$ cat config.mk
export PLATFORM = sky130hd
export DESIGN_NAME = motor_pattern_sequencer
export DESIGN_NICKNAME = d
export VERILOG_FILES = /design/src/hdl/mps_pkg.sv /design/src/hdl/mps_core.sv /design/src/hdl/mps_out_skid.sv /design/src/hdl/motor_pattern_sequencer.sv
export SDC_FILE = /design/constraint.sdc
export NUM_CORES = 1
export LEC_CHECK = 0
export CORE_AREA = 4 4 155 157
export CTS_BUF_LIST = sky130_fd_sc_hd__clkbuf_8
export DETAILED_ROUTE_END_ITERATION = 6
export DIE_AREA = 0 0 159 161
export DONT_BUFFER_PORTS = 1
export GPL_TIMING_DRIVEN = 0
export HOLD_SLACK_MARGIN = 0.1
export PLACE_DENSITY = 0.56
export SLEW_MARGIN = 20
export SYNTH_ARGS = -nofsm -noshare
export SYNTH_HDL_FRONTEND = slang
export SYNTH_SLANG_ARGS = --single-unit
$ cat constraint.sdc
create_clock -name clk -period 4.15 [get_ports clk]
set_input_delay 0.2075 -clock clk [delete_from_list [all_inputs] [get_ports clk]]
set_output_delay 0.2075 -clock clk [all_outputs]
set_load 0.02 [all_outputs]
$ cat src/hdl/mps_pkg.sv
// shared types and constants of the motor pattern sequencer
// no dependencies; imported by every module of the block

package mps_pkg;

    // operation codes carried in the input tuser
    typedef enum logic [1:0] {
        OP_PASS = 2'd0,
        OP_TICK = 2'd1,
        OP_STOP = 2'd2
    } op_t;

    // configuration register indexes
    typedef enum logic [1:0] {
        CFG_SWITCH_LIMIT = 2'd0,
        CFG_SHORT_PERIOD = 2'd1,
        CFG_LONG_PERIOD  = 2'd2
    } cfg_index_t;

    // pattern modes
    localparam logic [1:0] MODE_STEP   = 2'd0;
    localparam logic [1:0] MODE_ALT    = 2'd1;
    localparam logic [1:0] MODE_TOGGLE = 2'd2;

    localparam logic [15:0] SWITCH_LIMIT_RST = 16'd30000;
    localparam logic [15:0] SHORT_PERIOD_RST = 16'd500;
    localparam logic [15:0] LONG_PERIOD_RST  = 16'd1000;

    localparam logic [3:0]  FRAME_HOLD_FIRST = 4'd7;
    localparam logic [3:0]  FRAME_HOLD_LAST  = 4'd11;
    localparam logic [10:0] MS_PER_SECOND    = 11'd1000;
    localparam logic [15:0] SECONDS_MAX      = 16'd60000;
    localparam logic [2:0]  PHASE_LAST       = 3'd3;

    typedef struct packed {
        logic        frame;
        logic        switch_run;
        logic        step_run;
    } run_flags_t;

    // one result, packed as it leaves on m_tdata (lowest field last here)
    typedef struct packed {
        logic [15:0] auto_close_seconds;
        logic [1:0]  pattern_mode;
        logic        motor_b_pin;
        logic        motor_a_pin;
    } result_t;

endpackage

$ cat src/hdl/mps_core.sv
// pattern state and single-pass next-state logic of the motor pattern sequencer
// depends on mps_pkg

module mps_core (
    input  logic               clk,
    input  logic               rst_n,
    input  logic               cfg_we,
    input  logic [1:0]         cfg_index,
    input  logic [15:0]        cfg_wdata,
    input  logic               item_accept,
    input  mps_pkg::op_t       op,
    input  logic               auto_close_enable,
    output mps_pkg::result_t   result
);
    import mps_pkg::*;

    logic [15:0] switch_limit_reg, short_period_reg, long_period_reg;

    logic [1:0]  mode_reg, mode_next;
    logic [15:0] step_timer_reg, step_timer_next;
    logic [15:0] switch_timer_reg, switch_timer_next;
    logic [3:0]  frame_count_reg, frame_count_next;
    logic [2:0]  mode1_phase_reg, mode1_phase_next;
    logic        mode2_toggle_reg, mode2_toggle_next;
    logic        mode3_toggle_reg, mode3_toggle_next;
    logic [1:0]  motor_wants_reg, motor_wants_next;
    run_flags_t  run_flags_reg, run_flags_next;
    logic [1:0]  pin_levels_reg, pin_levels_next;
    logic [10:0] ms_count_reg, ms_count_next;
    logic [15:0] seconds_count_reg, seconds_count_next;

    // configuration
    always_ff @(posedge clk or negedge rst_n)
    begin
        if (!rst_n)
        begin
            switch_limit_reg <= SWITCH_LIMIT_RST;
            short_period_reg <= SHORT_PERIOD_RST;
            long_period_reg  <= LONG_PERIOD_RST;
        end
        else if (cfg_we)
        begin
            unique case (cfg_index)
                CFG_SWITCH_LIMIT: switch_limit_reg <= cfg_wdata;
                CFG_SHORT_PERIOD: short_period_reg <= cfg_wdata;
                CFG_LONG_PERIOD:  long_period_reg  <= cfg_wdata;
                default:          ;
            endcase
        end
    end

    always_comb
    begin
        logic        overflow;
        logic [15:0] period;
        logic [2:0]  phase;
        logic [3:0]  frame;

        mode_next          = mode_reg;
        step_timer_next    = step_timer_reg;
        switch_timer_next  = switch_timer_reg;
        frame_count_next   = frame_count_reg;
        mode1_phase_next   = mode1_phase_reg;
        mode2_toggle_next  = mode2_toggle_reg;
        mode3_toggle_next  = mode3_toggle_reg;
        motor_wants_next   = motor_wants_reg;
        run_flags_next     = run_flags_reg;
        pin_levels_next    = pin_levels_reg;
        ms_count_next      = ms_count_reg;
        seconds_count_next = seconds_count_reg;
        overflow           = 1'b0;
        period             = short_period_reg;
        phase              = mode1_phase_reg;
        frame              = frame_count_reg;

        unique case (op)
            OP_PASS:
            begin
                run_flags_next.switch_run = 1'b1;
                run_flags_next.frame      = 1'b1;
                if (switch_timer_reg > switch_limit_reg)
                begin
                    switch_timer_next = '0;
                    step_timer_next   = '0;
                    // leaving the last mode wraps to the first without arming the step timer
                    if (mode_reg == MODE_TOGGLE)
                    begin
                        mode_next = MODE_STEP;
                        overflow  = 1'b1;
                    end
                    else
                    begin
                        mode_next = mode_reg + 2'd1;
                    end
                end
                if (!overflow)
                begin
                    run_flags_next.step_run = 1'b1;
                    period = (mode_next == MODE_ALT) ? long_period_reg : short_period_reg;
                    if (step_timer_next > period)
                    begin
                        step_timer_next = '0;
                        unique case (mode_next)
                            MODE_STEP:
                            begin
                                phase = (mode1_phase_reg > PHASE_LAST) ? 3'd1
                                                                       : mode1_phase_reg + 3'd1;
                                mode1_phase_next = phase;
                                unique case (phase)
                                    3'd1:    motor_wants_next = 2'b01;
                                    3'd2:    motor_wants_next = 2'b10;
                                    3'd3:    motor_wants_next = 2'b00;
                                    default: ;
                                endcase
                            end
                            MODE_ALT:
                            begin
                                mode2_toggle_next = ~mode2_toggle_reg;
                                motor_wants_next  = mode2_toggle_reg ? 2'b10 : 2'b01;
                            end
                            default:
                            begin
                                mode3_toggle_next = ~mode3_toggle_reg;
                                motor_wants_next  = mode3_toggle_reg ? 2'b00 : 2'b11;
                            end
                        endcase
                    end
                end
            end
            OP_TICK:
            begin
                if (run_flags_reg.step_run)
                    step_timer_next = step_timer_reg + 16'd1;
                if (run_flags_reg.switch_run)
                    switch_timer_next = switch_timer_reg + 16'd1;
                if (run_flags_reg.frame)
                begin
                    frame = frame_count_reg + 4'd1;
                    frame_count_next = frame;
                    // drive on counts 1-6, hold on 7-11, low and restart on 12
                    if (frame < FRAME_HOLD_FIRST)
                    begin
                        pin_levels_next = motor_wants_reg;
                    end
                    else if (frame > FRAME_HOLD_LAST)
                    begin
                        pin_levels_next  = '0;
                        frame_count_next = '0;
                    end
                end
                if (auto_close_enable)
                begin
                    if (ms_count_reg > MS_PER_SECOND)
                    begin
                        ms_count_next = '0;
                        if (seconds_count_reg < SECONDS_MAX)
                            seconds_count_next = seconds_count_reg + 16'd1;
                    end
                    else
                    begin
                        ms_count_next = ms_count_reg + 11'd1;
                    end
                end
                else
                begin
                    ms_count_next = '0;
                end
            end
            OP_STOP:
            begin
                mode_next               = MODE_STEP;
                frame_count_next        = '0;
                switch_timer_next       = '0;
                run_flags_next.frame    = 1'b0;
                pin_levels_next         = '0;
            end
            default: ;
        endcase
    end

    always_ff @(posedge clk or negedge rst_n)
    begin
        if (!rst_n)
        begin
            mode_reg          <= MODE_STEP;
            step_timer_reg    <= '0;
            switch_timer_reg  <= '0;
            frame_count_reg   <= '0;
            mode1_phase_reg   <= '0;
            mode2_toggle_reg  <= 1'b0;
            mode3_toggle_reg  <= 1'b0;
            motor_wants_reg   <= '0;
            run_flags_reg     <= '0;
            pin_levels_reg    <= '0;
            ms_count_reg      <= '0;
            seconds_count_reg <= '0;
        end
        else if (item_accept)
        begin
            mode_reg          <= mode_next;
            step_timer_reg    <= step_timer_next;
            switch_timer_reg  <= switch_timer_next;
            frame_count_reg   <= frame_count_next;
            mode1_phase_reg   <= mode1_phase_next;
            mode2_toggle_reg  <= mode2_toggle_next;
            mode3_toggle_reg  <= mode3_toggle_next;
            motor_wants_reg   <= motor_wants_next;
            run_flags_reg     <= run_flags_next;
            pin_levels_reg    <= pin_levels_next;
            ms_count_reg      <= ms_count_next;
            seconds_count_reg <= seconds_count_next;
        end
    end

    assign result.motor_a_pin        = pin_levels_next[0];
    assign result.motor_b_pin        = pin_levels_next[1];
    assign result.pattern_mode       = mode_next;
    assign result.auto_close_seconds = seconds_count_next;

endmodule

$ cat src/hdl/mps_out_skid.sv
// result register with a skid stage for the motor pattern sequencer
// depends on mps_pkg

module mps_out_skid (
    input  logic             clk,
    input  logic             rst_n,
    input  logic             push,
    input  mps_pkg::result_t push_data,
    output logic             ready,
    output logic             out_valid,
    input  logic             out_ready,
    output mps_pkg::result_t out_data
);
    import mps_pkg::*;

    logic    out_valid_reg;
    logic    skid_valid_reg;
    result_t out_data_reg;
    result_t skid_data_reg;
    logic    pop;

    assign pop       = out_valid_reg & out_ready;
    assign ready     = ~skid_valid_reg;
    assign out_valid = out_valid_reg;
    assign out_data  = out_data_reg;

    always_ff @(posedge clk or negedge rst_n)
    begin
        if (!rst_n)
        begin
            out_valid_reg  <= 1'b0;
            skid_valid_reg <= 1'b0;
        end
        else if (skid_valid_reg)
        begin
            if (pop)
            begin
                skid_valid_reg <= 1'b0;
            end
        end
        else if (push)
        begin
            if (out_valid_reg && !pop)
                skid_valid_reg <= 1'b1;
            else
                out_valid_reg <= 1'b1;
        end
        else if (pop)
        begin
            out_valid_reg <= 1'b0;
        end
    end

    always_ff @(posedge clk)
    begin
        if (skid_valid_reg)
        begin
            if (pop)
                out_data_reg <= skid_data_reg;
        end
        else if (push)
        begin
            if (out_valid_reg && !pop)
                skid_data_reg <= push_data;
            else
                out_data_reg <= push_data;
        end
    end

endmodule

$ cat src/hdl/motor_pattern_sequencer.sv
// top level of the two-motor vibration pattern sequencer
// depends on mps_pkg, mps_core and mps_out_skid
// usage:
//   input stream (s_*): one operation per transaction, op in s_tuser
//   (pattern pass, 1 ms tick or stop), auto-close enable in s_tdata
//   output stream (m_*): exactly one result per input transaction, the pin
//   levels, pattern mode and auto-close seconds after that operation
//   config port: cfg_we writes cfg_wdata into the register picked by
//   cfg_index (0 switch limit, 1 short period, 2 long period); write only
//   while no transaction is in flight; unused indexes are ignored
// timing:
//   the whole update is one combinational pass off the state registers; a
//   result is registered in the output or skid stage as its input is taken,
//   and one item per cycle is taken while the output keeps draining
// reset:
//   rst_n clears all pattern state, the output and skid stages, and loads
//   the register defaults 30000 / 500 / 1000
// stalls:
//   with m_tready low the result register holds and one more result goes to
//   a skid stage; s_tready then drops until the held result is taken

module motor_pattern_sequencer (
    input  logic        clk,
    input  logic        rst_n,
    input  logic        s_tvalid,
    output logic        s_tready,
    input  logic [7:0]  s_tdata,   // [0] auto_close_enable, [7:1] zero
    input  logic [1:0]  s_tuser,   // [1:0] op
    output logic        m_tvalid,
    input  logic        m_tready,
    output logic [23:0] m_tdata,   // [0] motor_a_pin, [1] motor_b_pin,
                                   // [3:2] pattern_mode, [19:4] auto_close_seconds
    input  logic        cfg_we,
    input  logic [1:0]  cfg_index,
    input  logic [15:0] cfg_wdata
);
    import mps_pkg::*;

    logic    item_accept;
    result_t core_result;
    result_t out_result;

    assign item_accept = s_tvalid & s_tready;

    mps_core u_core (
        .clk               (clk),
        .rst_n             (rst_n),
        .cfg_we            (cfg_we),
        .cfg_index         (cfg_index),
        .cfg_wdata         (cfg_wdata),
        .item_accept       (item_accept),
        .op                (op_t'(s_tuser)),
        .auto_close_enable (s_tdata[0]),
        .result            (core_result)
    );

    mps_out_skid u_out (
        .clk       (clk),
        .rst_n     (rst_n),
        .push      (item_accept),
        .push_data (core_result),
        .ready     (s_tready),
        .out_valid (m_tvalid),
        .out_ready (m_tready),
        .out_data  (out_result)
    );

    assign m_tdata = {4'd0, out_result};

endmodule

==> results of run 1 <==
logic make-up (layout without fill, tap and decap cells):
kind of cell	Yosys count	in the layout	synth area share, %
AOI/OAI and AO/OA	192	192	14.32
xor gates and xnor gates	33	33	3.223
adders and majority gates	45	45	6.279
buffers and inverters	79	155	3.628
DFF	167	167	49.10
muxes	80	80	9.795
other	1	4	0.04182
and+or+nand+nor	247	247	13.62
worst reg2reg max path: stages (launching register included):
cell,delay [ns]
dfstp_2,0.54
inv_2,0.04
ha_4,0.25
nand4_1,0.17
nor4_2,0.33
a21bo_2,0.30
a31oi_4,0.19
xnor2_2,0.11
nor2_4,0.17
buf_6,0.14
buf_16,0.12
mux2i_4,0.27
ha_4,0.24
nand2_2,0.11
nor3_1,0.07
a221o_1,0.31
o31a_1,0.30
buf_6,0.13
o31ai_4,0.17
buf_6,0.15
bufbuf_16,0.25
nand2_1,0.05
o21ai_1,0.07
worst max path at each step:
stage	startpoint	end	cells past startpoint
3_3_place_gp	u_core.switch_limit_reg[8]	u_core.step_timer_reg[13]	18
6_report	u_core.switch_limit_reg[10]	u_core.step_timer_reg[7]	22
4_1_cts	u_core.switch_limit_reg[10]	u_core.step_timer_reg[7]	21
5_1_grt	u_core.switch_limit_reg[10]	u_core.step_timer_reg[7]	21
2_1_floorplan	u_core.switch_limit_reg[8]	u_core.mode1_phase_reg[0]	18
3_5_place_dp	u_core.switch_limit_reg[8]	u_core.step_timer_reg[7]	19
per-stage QoR:
step	hold WS [ns]	util [%]	setup TNS (ns)	setup WS (ns)
CTS	0.1239	46.22	-7.846	-0.4107
detailed placement	-0.08054	41.90	-20.70	-0.9852
finish	0.1302	46.93	-7.505	-0.3991
global route	0.1628	46.93	-13.05	-0.6460
floorplan	-0.08809	-	-0.5490	-0.09018
global placement	-0.08121	41.83	-19.78	-0.9412
cell type report:
cell class                      instances  area (um2)  area share [%]
Clock inverter                         15       177.7           1.682
Buffer                                 38       206.4           1.955
Inverter                               41       153.9           1.457
Tap cell                              285       356.6           3.377
Clock buffer                           17       234.0           2.216
Timing Repair Buffer                   44       495.5           4.692
Multi-Input combinational cell        601        4533           42.93
Sequential cell                       167        4403           41.69
cell usage in the layout (no fill, tap or decap), drive strengths merged, types with 17 or more instances in the layout:
cell / n
a22o: 22
ha: 45
nand3: 30
xnor2: 22
and3: 17
edfxtp: 40
nor2: 27
buf: 35
mux2: 62
mux2i: 18
a21oi: 30
o21ai: 75
dlygate4sd3: 23
and2: 22
nand2: 89
dfstp: 19
nand4: 17
clkbuf: 40
inv: 48
dfrtp: 108
where the power goes:
group          internal (uW)  switching [uW]  total (uW)
clock                    462             730        1190
sequential              2140             448        2590
combinational           1170            1230        2400
total                   3770            2410        6190
metal layers:
metal / wire [um] / vias to the layer above / global-route usage [%]
met1: 9712 / 3145 / 21.90
met4: 194 / 0 / 3.945
li1: - / 3205 / -
met3: 758 / 15 / 2.654
met2: 9440 / 126 / 26.12
met5: 0 / - / 0
repair_timing:
action / 4_1_cts / 5_1_grt
endpoints found under the hold margin: 188 / 0
endpoints found under the setup margin: 23 / 23
hold buffers: 24 / 0
pin swaps: 11 / 2
resized for setup: 26 / 25
buffers inserted: 15 / 2
cloned: 2 / 0
==> reports/qor.yml, run 1 <==
drt-initial-drc-count: 375
power_uw: 6185
core_mm2: 0.02250
clk_pin_slew_ns: 0.11
yosys.cell_types.count: 70
instances_no_fill: 1208
rr_startpoint: "u_core.switch_limit_reg[10]"
detail_route.vias_per_cell: 5.373
mappedNetlistArea_mm2: 0.008967
crit_arrival_ns: 4.93
cp_common_cell: "buf_6"
fin_area_mm2: 0.01056
drt-total-wl_um: 20110
hold_end: "u_out.out_valid"
grt_max_degree: 128
cts_tree: "built"
start_kind: "register"
final_antenna_net_count: 0
cts.sinks: 167
fmax_mhz: 219.8
ys_seq_area_share_pct: 49.10
r2r_slack_ns: -0.40
htreeDepth: 4
grt_setup_unrepaired: "true"
fin_crit_sh_pct: 109.6
final_nets: 988
synth-edff-count: 40
relSlewSlack_pct: 39.56
critPathRequiredTime_ns: 4.53
synth_area_leaders: "dfrtp_1, edfxtp_1, mux2_2"
min_from: "s_tvalid"
die_x_um: 159
cts_max_path_buffers: 2
ir_drop_mv: 0.3011
synth_warnings: 0
violations: "negative setup slack"
layout_setup_ws_ns: -0.3991
antenna_found_initial: 0
io_buffers: 0
die_h_um: 161
report.final.setup_viol: 23
ys_ff_latch: 167
status: "finished, violations left"
synthToLayoutAreaGrowth_pct: 17.76
initial_core_util_pct: 39.85
worstHoldPathCells: 2
grt_pass1_vias: 6463
crit_family: "compound AO/OA/AOI/OAI gates"
p_leak_uw: 0.004340
cp-end-kind: "register"
synthCells: 844
place_area_mm2: 0.009429
grt_pass1_wl_um: 33440
r2r_end: "u_core.step_timer_reg[7]"
maxCapViolCount: 0
track_usage_pct: 15.82
dp_cells: 1133
async_flop_share_pct: 76.05
synth_common_cells: "dfrtp_1, nand2_1, o21ai_0"
avgSynthCellArea_um2: 10.62
clk_latency_ns: 0.46
synth_top_area_cell: "dfrtp_1"
cts_buffers: 17
place_congestion: 0.7905
diodes: 0
grt_overflow: 0
dpl.hpwl_um: 13960
placementRows: 55
dr.pass1.iters: 6
hold_path.class: "in -> reg"
crit_fanout: 5
cp_slowest_cell: "dfstp_2"
slew_viol_final: 0
cts_root_buf: "clkbuf_8"
powerDensity_mw_per_mm2: 585.7
clock_skew_ns: 0.01894
yosysMostFrequentCell: "dfrtp_1"
final_layout_size_suffix_gt1_share_pct: 20.59
synth_top_area_share_pct: 30.14
via_count: 6491
critical_path_class: "reg -> reg"
worst_slew_pin_slew_ns: 0.9066
ys.flop_type: "dfrtp_1"
ios: 59
finalCriticalPeriod_ns: 4.549
critPathBufInv: 6
crit_path_cell_trace: "inv_2 > ha_4 > nand4_1 > nor4_2 > a21bo_2 > a31oi_4 > xnor2_2 > nor2_4 > buf_6 > buf_16 > mux2i_4 > ha_4 > nand2_2 > nor3_1 > a221o_1 > o31a_1 > buf_6 > o31ai_4 > buf_6 > bufbuf_16 > nand2_1 > o21ai_1"
hold_viol: 0
fill_cells: 2047
drt-wirelength-per-cell_um: 16.64
worst-r2r-cell-count: 22
dieArea_mm2: 0.02560
max_stage_delay_ns: 0.54
drc: 0
(Power assumes the default switching activity.)
==> inputs of run 2 (changes only) <==
CORE_AREA = 4 4 150 152   (was 4 4 155 157)
DIE_AREA = 0 0 154 156   (was 0 0 159 161)
PLACE_DENSITY = 0.59   (was 0.56)
==> run 2 against run 1 <==
Against the previous run: the flow still finishes with violations (negative setup slack); final cell count fell by 1.2%; cell area fell by 1.8%; core utilization rose by 2.4 points; die area fell by 6.2%; total power fell by 2.1%; combinational power fell by 5%; largest cell class unchanged.
==> reports/qor.yml, run 2 (synthesis gave the netlist of run 1 again) <==
clock_skew_ns: 0.01632
slew_viol_final: 0
hold_viol: 0
antenna_found_initial: 0
clk_latency_ns: 0.47
dr.pass1.iters: 5
io_buffers: 0
final_layout_size_suffix_gt1_share_pct: 19.04
clk_pin_slew_ns: 0.10
placementRows: 53
cts_tree: "built"
htreeDepth: 4
grt_max_degree: 128
drt-initial-drc-count: 309
start_kind: "register"
final_common_cell: "dfrtp_1"
track_usage_pct: 17.12
violations: "negative setup slack"
initial_core_util_pct: 42.66
cts_buffers: 17
powerDensity_mw_per_mm2: 584.0
drt-wirelength-per-cell_um: 16.72
place_congestion: 0.7931
final_nets: 984
tns_ns: -9.329
finalCriticalPeriod_ns: 4.608
synthToLayoutAreaGrowth_pct: 15.63
grt_pass1_vias: 6355
cts_max_path_buffers: 2
crit_arrival_ns: 5.01
ir_drop_mv: 0.2970
via_count: 6487
worst_slew_pin_slew_ns: 0.9346
critPathRequiredTime_ns: 4.56
detail_route.vias_per_cell: 5.433
grt_overflow: 0
hold_path.class: "in -> reg"
grt_pass1_wl_um: 33510
layout_setup_ws_ns: -0.4579
die_h_um: 156
relSlewSlack_pct: 37.70
maxCapViolCount: 0
status: "finished, violations left"
critical_path_class: "reg -> reg"
power_uw: 6056
crit_fanout: 5
cp-end-kind: "register"
core_mm2: 0.02102
dieArea_mm2: 0.02402
final_cell_mix: "dfrtp_1, nand2_1, o21ai_0"
fin_crit_sh_pct: 111.0
fmax_mhz: 217.0
cts.sinks: 167
cts_root_buf: "clkbuf_8"
drc: 0
drt-total-wl_um: 19960
grt_setup_unrepaired: "true"
final_antenna_net_count: 0
diodes: 0
die_x_um: 154
report.final.setup_viol: 23
p_leak_uw: 0.004270
ios: 59
dpl.hpwl_um: 13680
==> run 2: changes by cell type in the layout (fill, tap and decap cells not counted), sizes merged <==
cell and delta:
inv +1, clkinv +1, clkinvlp -2, bufbuf -1
dlygate4sd3 +1, buf -6, clkbuf +2
==> run 2: layer usage <==
| metal | global-route usage (%) | up-vias | share of wire, % |
|---|---|---|---|
| met5 | 0 | - | 0 |
| met4 | 4.542 | 0 | 1.3 |
| met3 | 3.717 | 17 | 3.8 |
| met2 | 27.16 | 119 | 47 |
| met1 | 23.96 | 3153 | 48 |
| li1 | - | 3198 | - |
==> run 2: final timing paths <==
| check | endpoint | start | slack, ns | cells past startpoint |
|---|---|---|---|---|
| setup reg to reg | u_core.step_timer_reg[11] | u_core.switch_limit_reg[8] | -0.46 | 19 |
| hold / removal | u_core.run_flags_reg[2] | s_tuser[0] | 0.19 | 3 |
| hold reg to reg | u_core.run_flags_reg[1] | u_core.run_flags_reg[1] | 0.47 | 1 |
| min in group asynchronous | u_core.long_period_reg[2] | rst_n | 0.36 | 2 |
| setup / recovery | u_core.step_timer_reg[11] | u_core.switch_limit_reg[8] | -0.46 | 19 |
| max in group asynchronous | u_core.ms_count_reg[3] | rst_n | 3.31 | 2 |
==> run 2: power breakdown <==
group,switching (uW),internal [uW],leakage [uW]
Clock,735,464,0.000204
Sequential,445,2140,0.00195
Combinational,1200,1070,0.00212
==> run 2: critical path, stage by stage (launching register included) <==
cell and delay [ns]:
dfstp_2 0.54, inv_2 0.04, ha_4 0.24, nand4_1 0.20, nor4_4 0.36, a21bo_4 0.28
a31oi_4 0.17, xnor2_2 0.12, nor2_4 0.21, buf_12 0.17, mux2i_2 0.22, ha_1 0.27
a21oi_1 0.18, a2bb2oi_1 0.22, a211oi_1 0.11, o31a_1 0.37, buf_4 0.18, o31ai_4 0.30
buf_4 0.22, a22o_1 0.13
==> run 2: cell type report <==
class / instances / area (um2)
fillers: 1882 / 10650
multi-input cells: 601 / 4446
flip-flops and latches: 167 / 4403
repair buffers: 40 / 409.1
well taps: 275 / 344.1
clock buffers: 17 / 234.0
plain buffers: 38 / 203.9
clock inverters: 15 / 175.2
inverters: 41 / 153.9
==> run 2: metrics by stage <==
| step | setup slack, ns | hold slack (ns) | utilization [%] | area (um2) | instances |
|---|---|---|---|---|---|
| after floorplan | -0.09018 | -0.08809 | - | 9057 | 847 |
| after global routing | -0.6926 | 0.1800 | 49.32 | 10370 | 1194 |
| after CTS | -0.5040 | 0.1544 | 48.73 | 10240 | 1190 |
| after detailed placement | -1.037 | -0.08133 | 44.81 | 9420 | 1123 |
| final | -0.4579 | 0.1924 | 49.32 | 10370 | 1194 |
| after global placement | -1.002 | -0.08183 | 44.72 | 9402 | 1122 |
==> run 2: repair_timing <==
| item | in CTS | in global routing |
|---|---|---|
| endpoints found under the setup margin | 23 | 23 |
| setup buffers | 10 | 3 |
| cloned | 1 | 1 |
| gates resized for setup | 17 | 16 |
| hold endpoints to repair | 183 | 0 |
| pin swaps | 8 | 2 |
| hold buffers | 25 | 0 |
==> inputs of run 3 (changes only) <==
REMOVE_ABC_BUFFERS = 1   (was not set)
==> run 3 against run 2 <==
Against the previous run: the run still ends with negative setup slack left; non-clock buffer count shrank 14; critical path depth grew 1; fmax shrank 0.90%; final cell count shrank 0.92%; combinational power shrank 2%; hold slack lost 0.022 ns; wire length shrank 4.4%; register-to-register slack lost 0.04 ns; count of clock-buffer cells in the layout is the same; largest power group unchanged; highest routed layer unchanged.
==> reports/qor.yml, run 3 (synthesis gave the netlist of run 1 again) <==
setup.worst_path.start: "u_core.switch_limit_reg[10]"
worst-r2r-cell-count: 20
dr.pass1.iters: 5
whs_ns: 0.1703
grt_pass1_vias: 6439
grt_pass1_wl_um: 32240
status: "finished, violations left"
start_kind: "register"
finalCriticalPeriod_ns: 4.650
hold_viol: 0
cp_slowest_cell: "dfstp_2"
grt_max_degree: 128
synthToLayoutAreaGrowth_pct: 16.21
die_h_um: 156
maxCapViolCount: 0
core_mm2: 0.02102
cts.sinks: 167
dpl.hpwl_um: 12420
hold_path.class: "in -> reg"
min_from: "s_tvalid"
slew_viol_final: 0
rr_startpoint: "u_core.switch_limit_reg[10]"
dieArea_mm2: 0.02402
crit_path_cell_trace: "inv_2 > ha_4 > nand4_1 > nor4_4 > a21bo_2 > a31oi_4 > xnor2_2 > nor2_4 > buf_12 > buf_4 > mux2i_1 > ha_1 > nand2_2 > nor3_2 > a221o_1 > o31a_1 > buf_6 > o31ai_4 > clkbuf_16 > a22o_1"
antenna_found_initial: 3
crit_arrival_ns: 5.04
worst_slew_pin_slew_ns: 1.020
drt-total-wl_um: 19070
powerDensity_mw_per_mm2: 573.9
clk_pin_slew_ns: 0.10
hold_end: "u_out.out_valid"
clk_latency_ns: 0.46
critPathBufInv: 5
final_cell_mix: "dfrtp_1, nand2_1, o21ai_0"
io_buffers: 0
max_stage_delay_ns: 0.54
fin_crit_sh_pct: 112.0
violations: "negative setup slack"
via_count: 6422
critPathRequiredTime_ns: 4.54
p_leak_uw: 0.004301
place_ws_ns: -1.577
cts_max_path_buffers: 2
final_layout_size_suffix_gt1_share_pct: 19.23
cts_root_buf: "clkbuf_8"
drt-wirelength-per-cell_um: 16.12
final_antenna_net_count: 0
ios: 59
initial_core_util_pct: 42.66
cts_buffers: 17
grt_overflow: 0
die_x_um: 154
fmax_mhz: 215.1
report.final.setup_viol: 23
htreeDepth: 4
cp-end-kind: "register"
grt_setup_unrepaired: "true"
track_usage_pct: 16.21
place_congestion: 0.7969
r2r_slack_ns: -0.50
detail_route.vias_per_cell: 5.429
r2r_end: "u_core.step_timer_reg[14]"
crit_family: "compound AO/OA/AOI/OAI gates"
crit_fanout: 8
layout_setup_ws_ns: -0.4995
drt-initial-drc-count: 289
final_nets: 970
drc: 0
placementRows: 53
cts_tree: "built"
ir_drop_mv: 0.3508
final_common_cell: "dfrtp_1"
relSlewSlack_pct: 31.49
fill_cells: 1863
clock_skew_ns: 0.01866
critical_path_class: "reg -> reg"
worstHoldPathCells: 2
run 3: changes by cell type in the layout (fill, tap and decap cells not counted), moves of 3 or more:
cell / previous run / this run
dlygate4sd3_1: 24 / 37
inv_6: 1 / 4
buf_2: 4 / 0
diode_2: 0 / 3
buf_1: 3 / 0
o21ai_0: 60 / 64
o21ai_1: 14 / 10
mux2i_1: 10 / 15
buf_6: 2 / 5
inv_8: 6 / 3
mux2i_2: 6 / 3
clkbuf_1: 22 / 0
run 3: per-stage QoR:
stage               cells  cell area [um2]  utilization, %  TNS [ns]  total power (uW)
floorplan             809             8807               -    -10.22              3971
global placement     1084             9151           43.53    -36.53              4365
detailed placement   1087             9229           43.90    -33.43              4445
CTS                  1174            10280           48.93    -7.623              5910
global route         1183            10420           49.57    -15.05              6435
finish               1183            10420           49.57    -10.29              5981
run 3: layout make-up:
type	count	area, um2	share of cell area [%]
inverters	41	153.9	1.477
multi-input cells	601	4437	42.57
flip-flops and latches	167	4403	42.25
clock inverters	15	160.2	1.537
clock buffers	17	234.0	2.245
diodes	3	7.507	0.07204
repair buffers	64	681.9	6.543
well taps	275	344.1	3.302
run 3: what timing repair did:
item | in CTS | in global routing
cloned | 0 | 1
endpoints found under the setup margin | 23 | 23
gates resized for setup | 22 | 14
pin swaps | 15 | 20
buffers inserted | 17 | 6
hold buffers | 38 | 0
endpoints found under the hold margin | 182 | 0
run 3: worst max path at each step:
stage                                end  slack, ns  depth (start not counted)
5_1_grt        u_core.step_timer_reg[14]      -0.68                         20
4_1_cts        u_core.mode1_phase_reg[0]      -0.43                         19
6_report       u_core.step_timer_reg[14]      -0.50                         20
2_1_floorplan  u_core.step_timer_reg[10]      -0.55                         16
3_5_place_dp   u_core.mode1_phase_reg[0]      -1.58                         17
3_3_place_gp    u_core.step_timer_reg[9]      -1.74                         16
run 3: metal layers:
layer | routed length, um | part of all wire, % | vias up | global-route usage [%]
li1 | - | - | 3174 | -
met5 | 0 | 0 | - | 0
met4 | 221 | 1.2 | 0 | 3.827
met2 | 8665 | 45 | 112 | 25.23
met1 | 9360 | 49 | 3118 | 22.91
met3 | 827 | 4.3 | 18 | 4.105
run 3: worst reg2reg max path, delay by kind of cell, from the launching register on:
family | cells | cell delay [ns]
DFF | 1 | 0.54
adders and majority gates | 2 | 0.55
muxes | 1 | 0.21
and+or+nand+nor | 5 | 0.89
AOI/OAI and AO/OA | 6 | 1.60
buffers and inverters | 5 | 0.68
xor gates and xnor gates | 1 | 0.11
run 3: where the power goes:
| group | leakage [uW] | internal, uW | switching (uW) | total [uW] |
|---|---|---|---|---|
| registers | 0.00195 | 2140 | 474 | 2620 |
| clock network | 0.000196 | 451 | 694 | 1150 |
| logic | 0.00216 | 1070 | 1150 | 2220 |
| total | 0.00430 | 3660 | 2320 | 5980 |
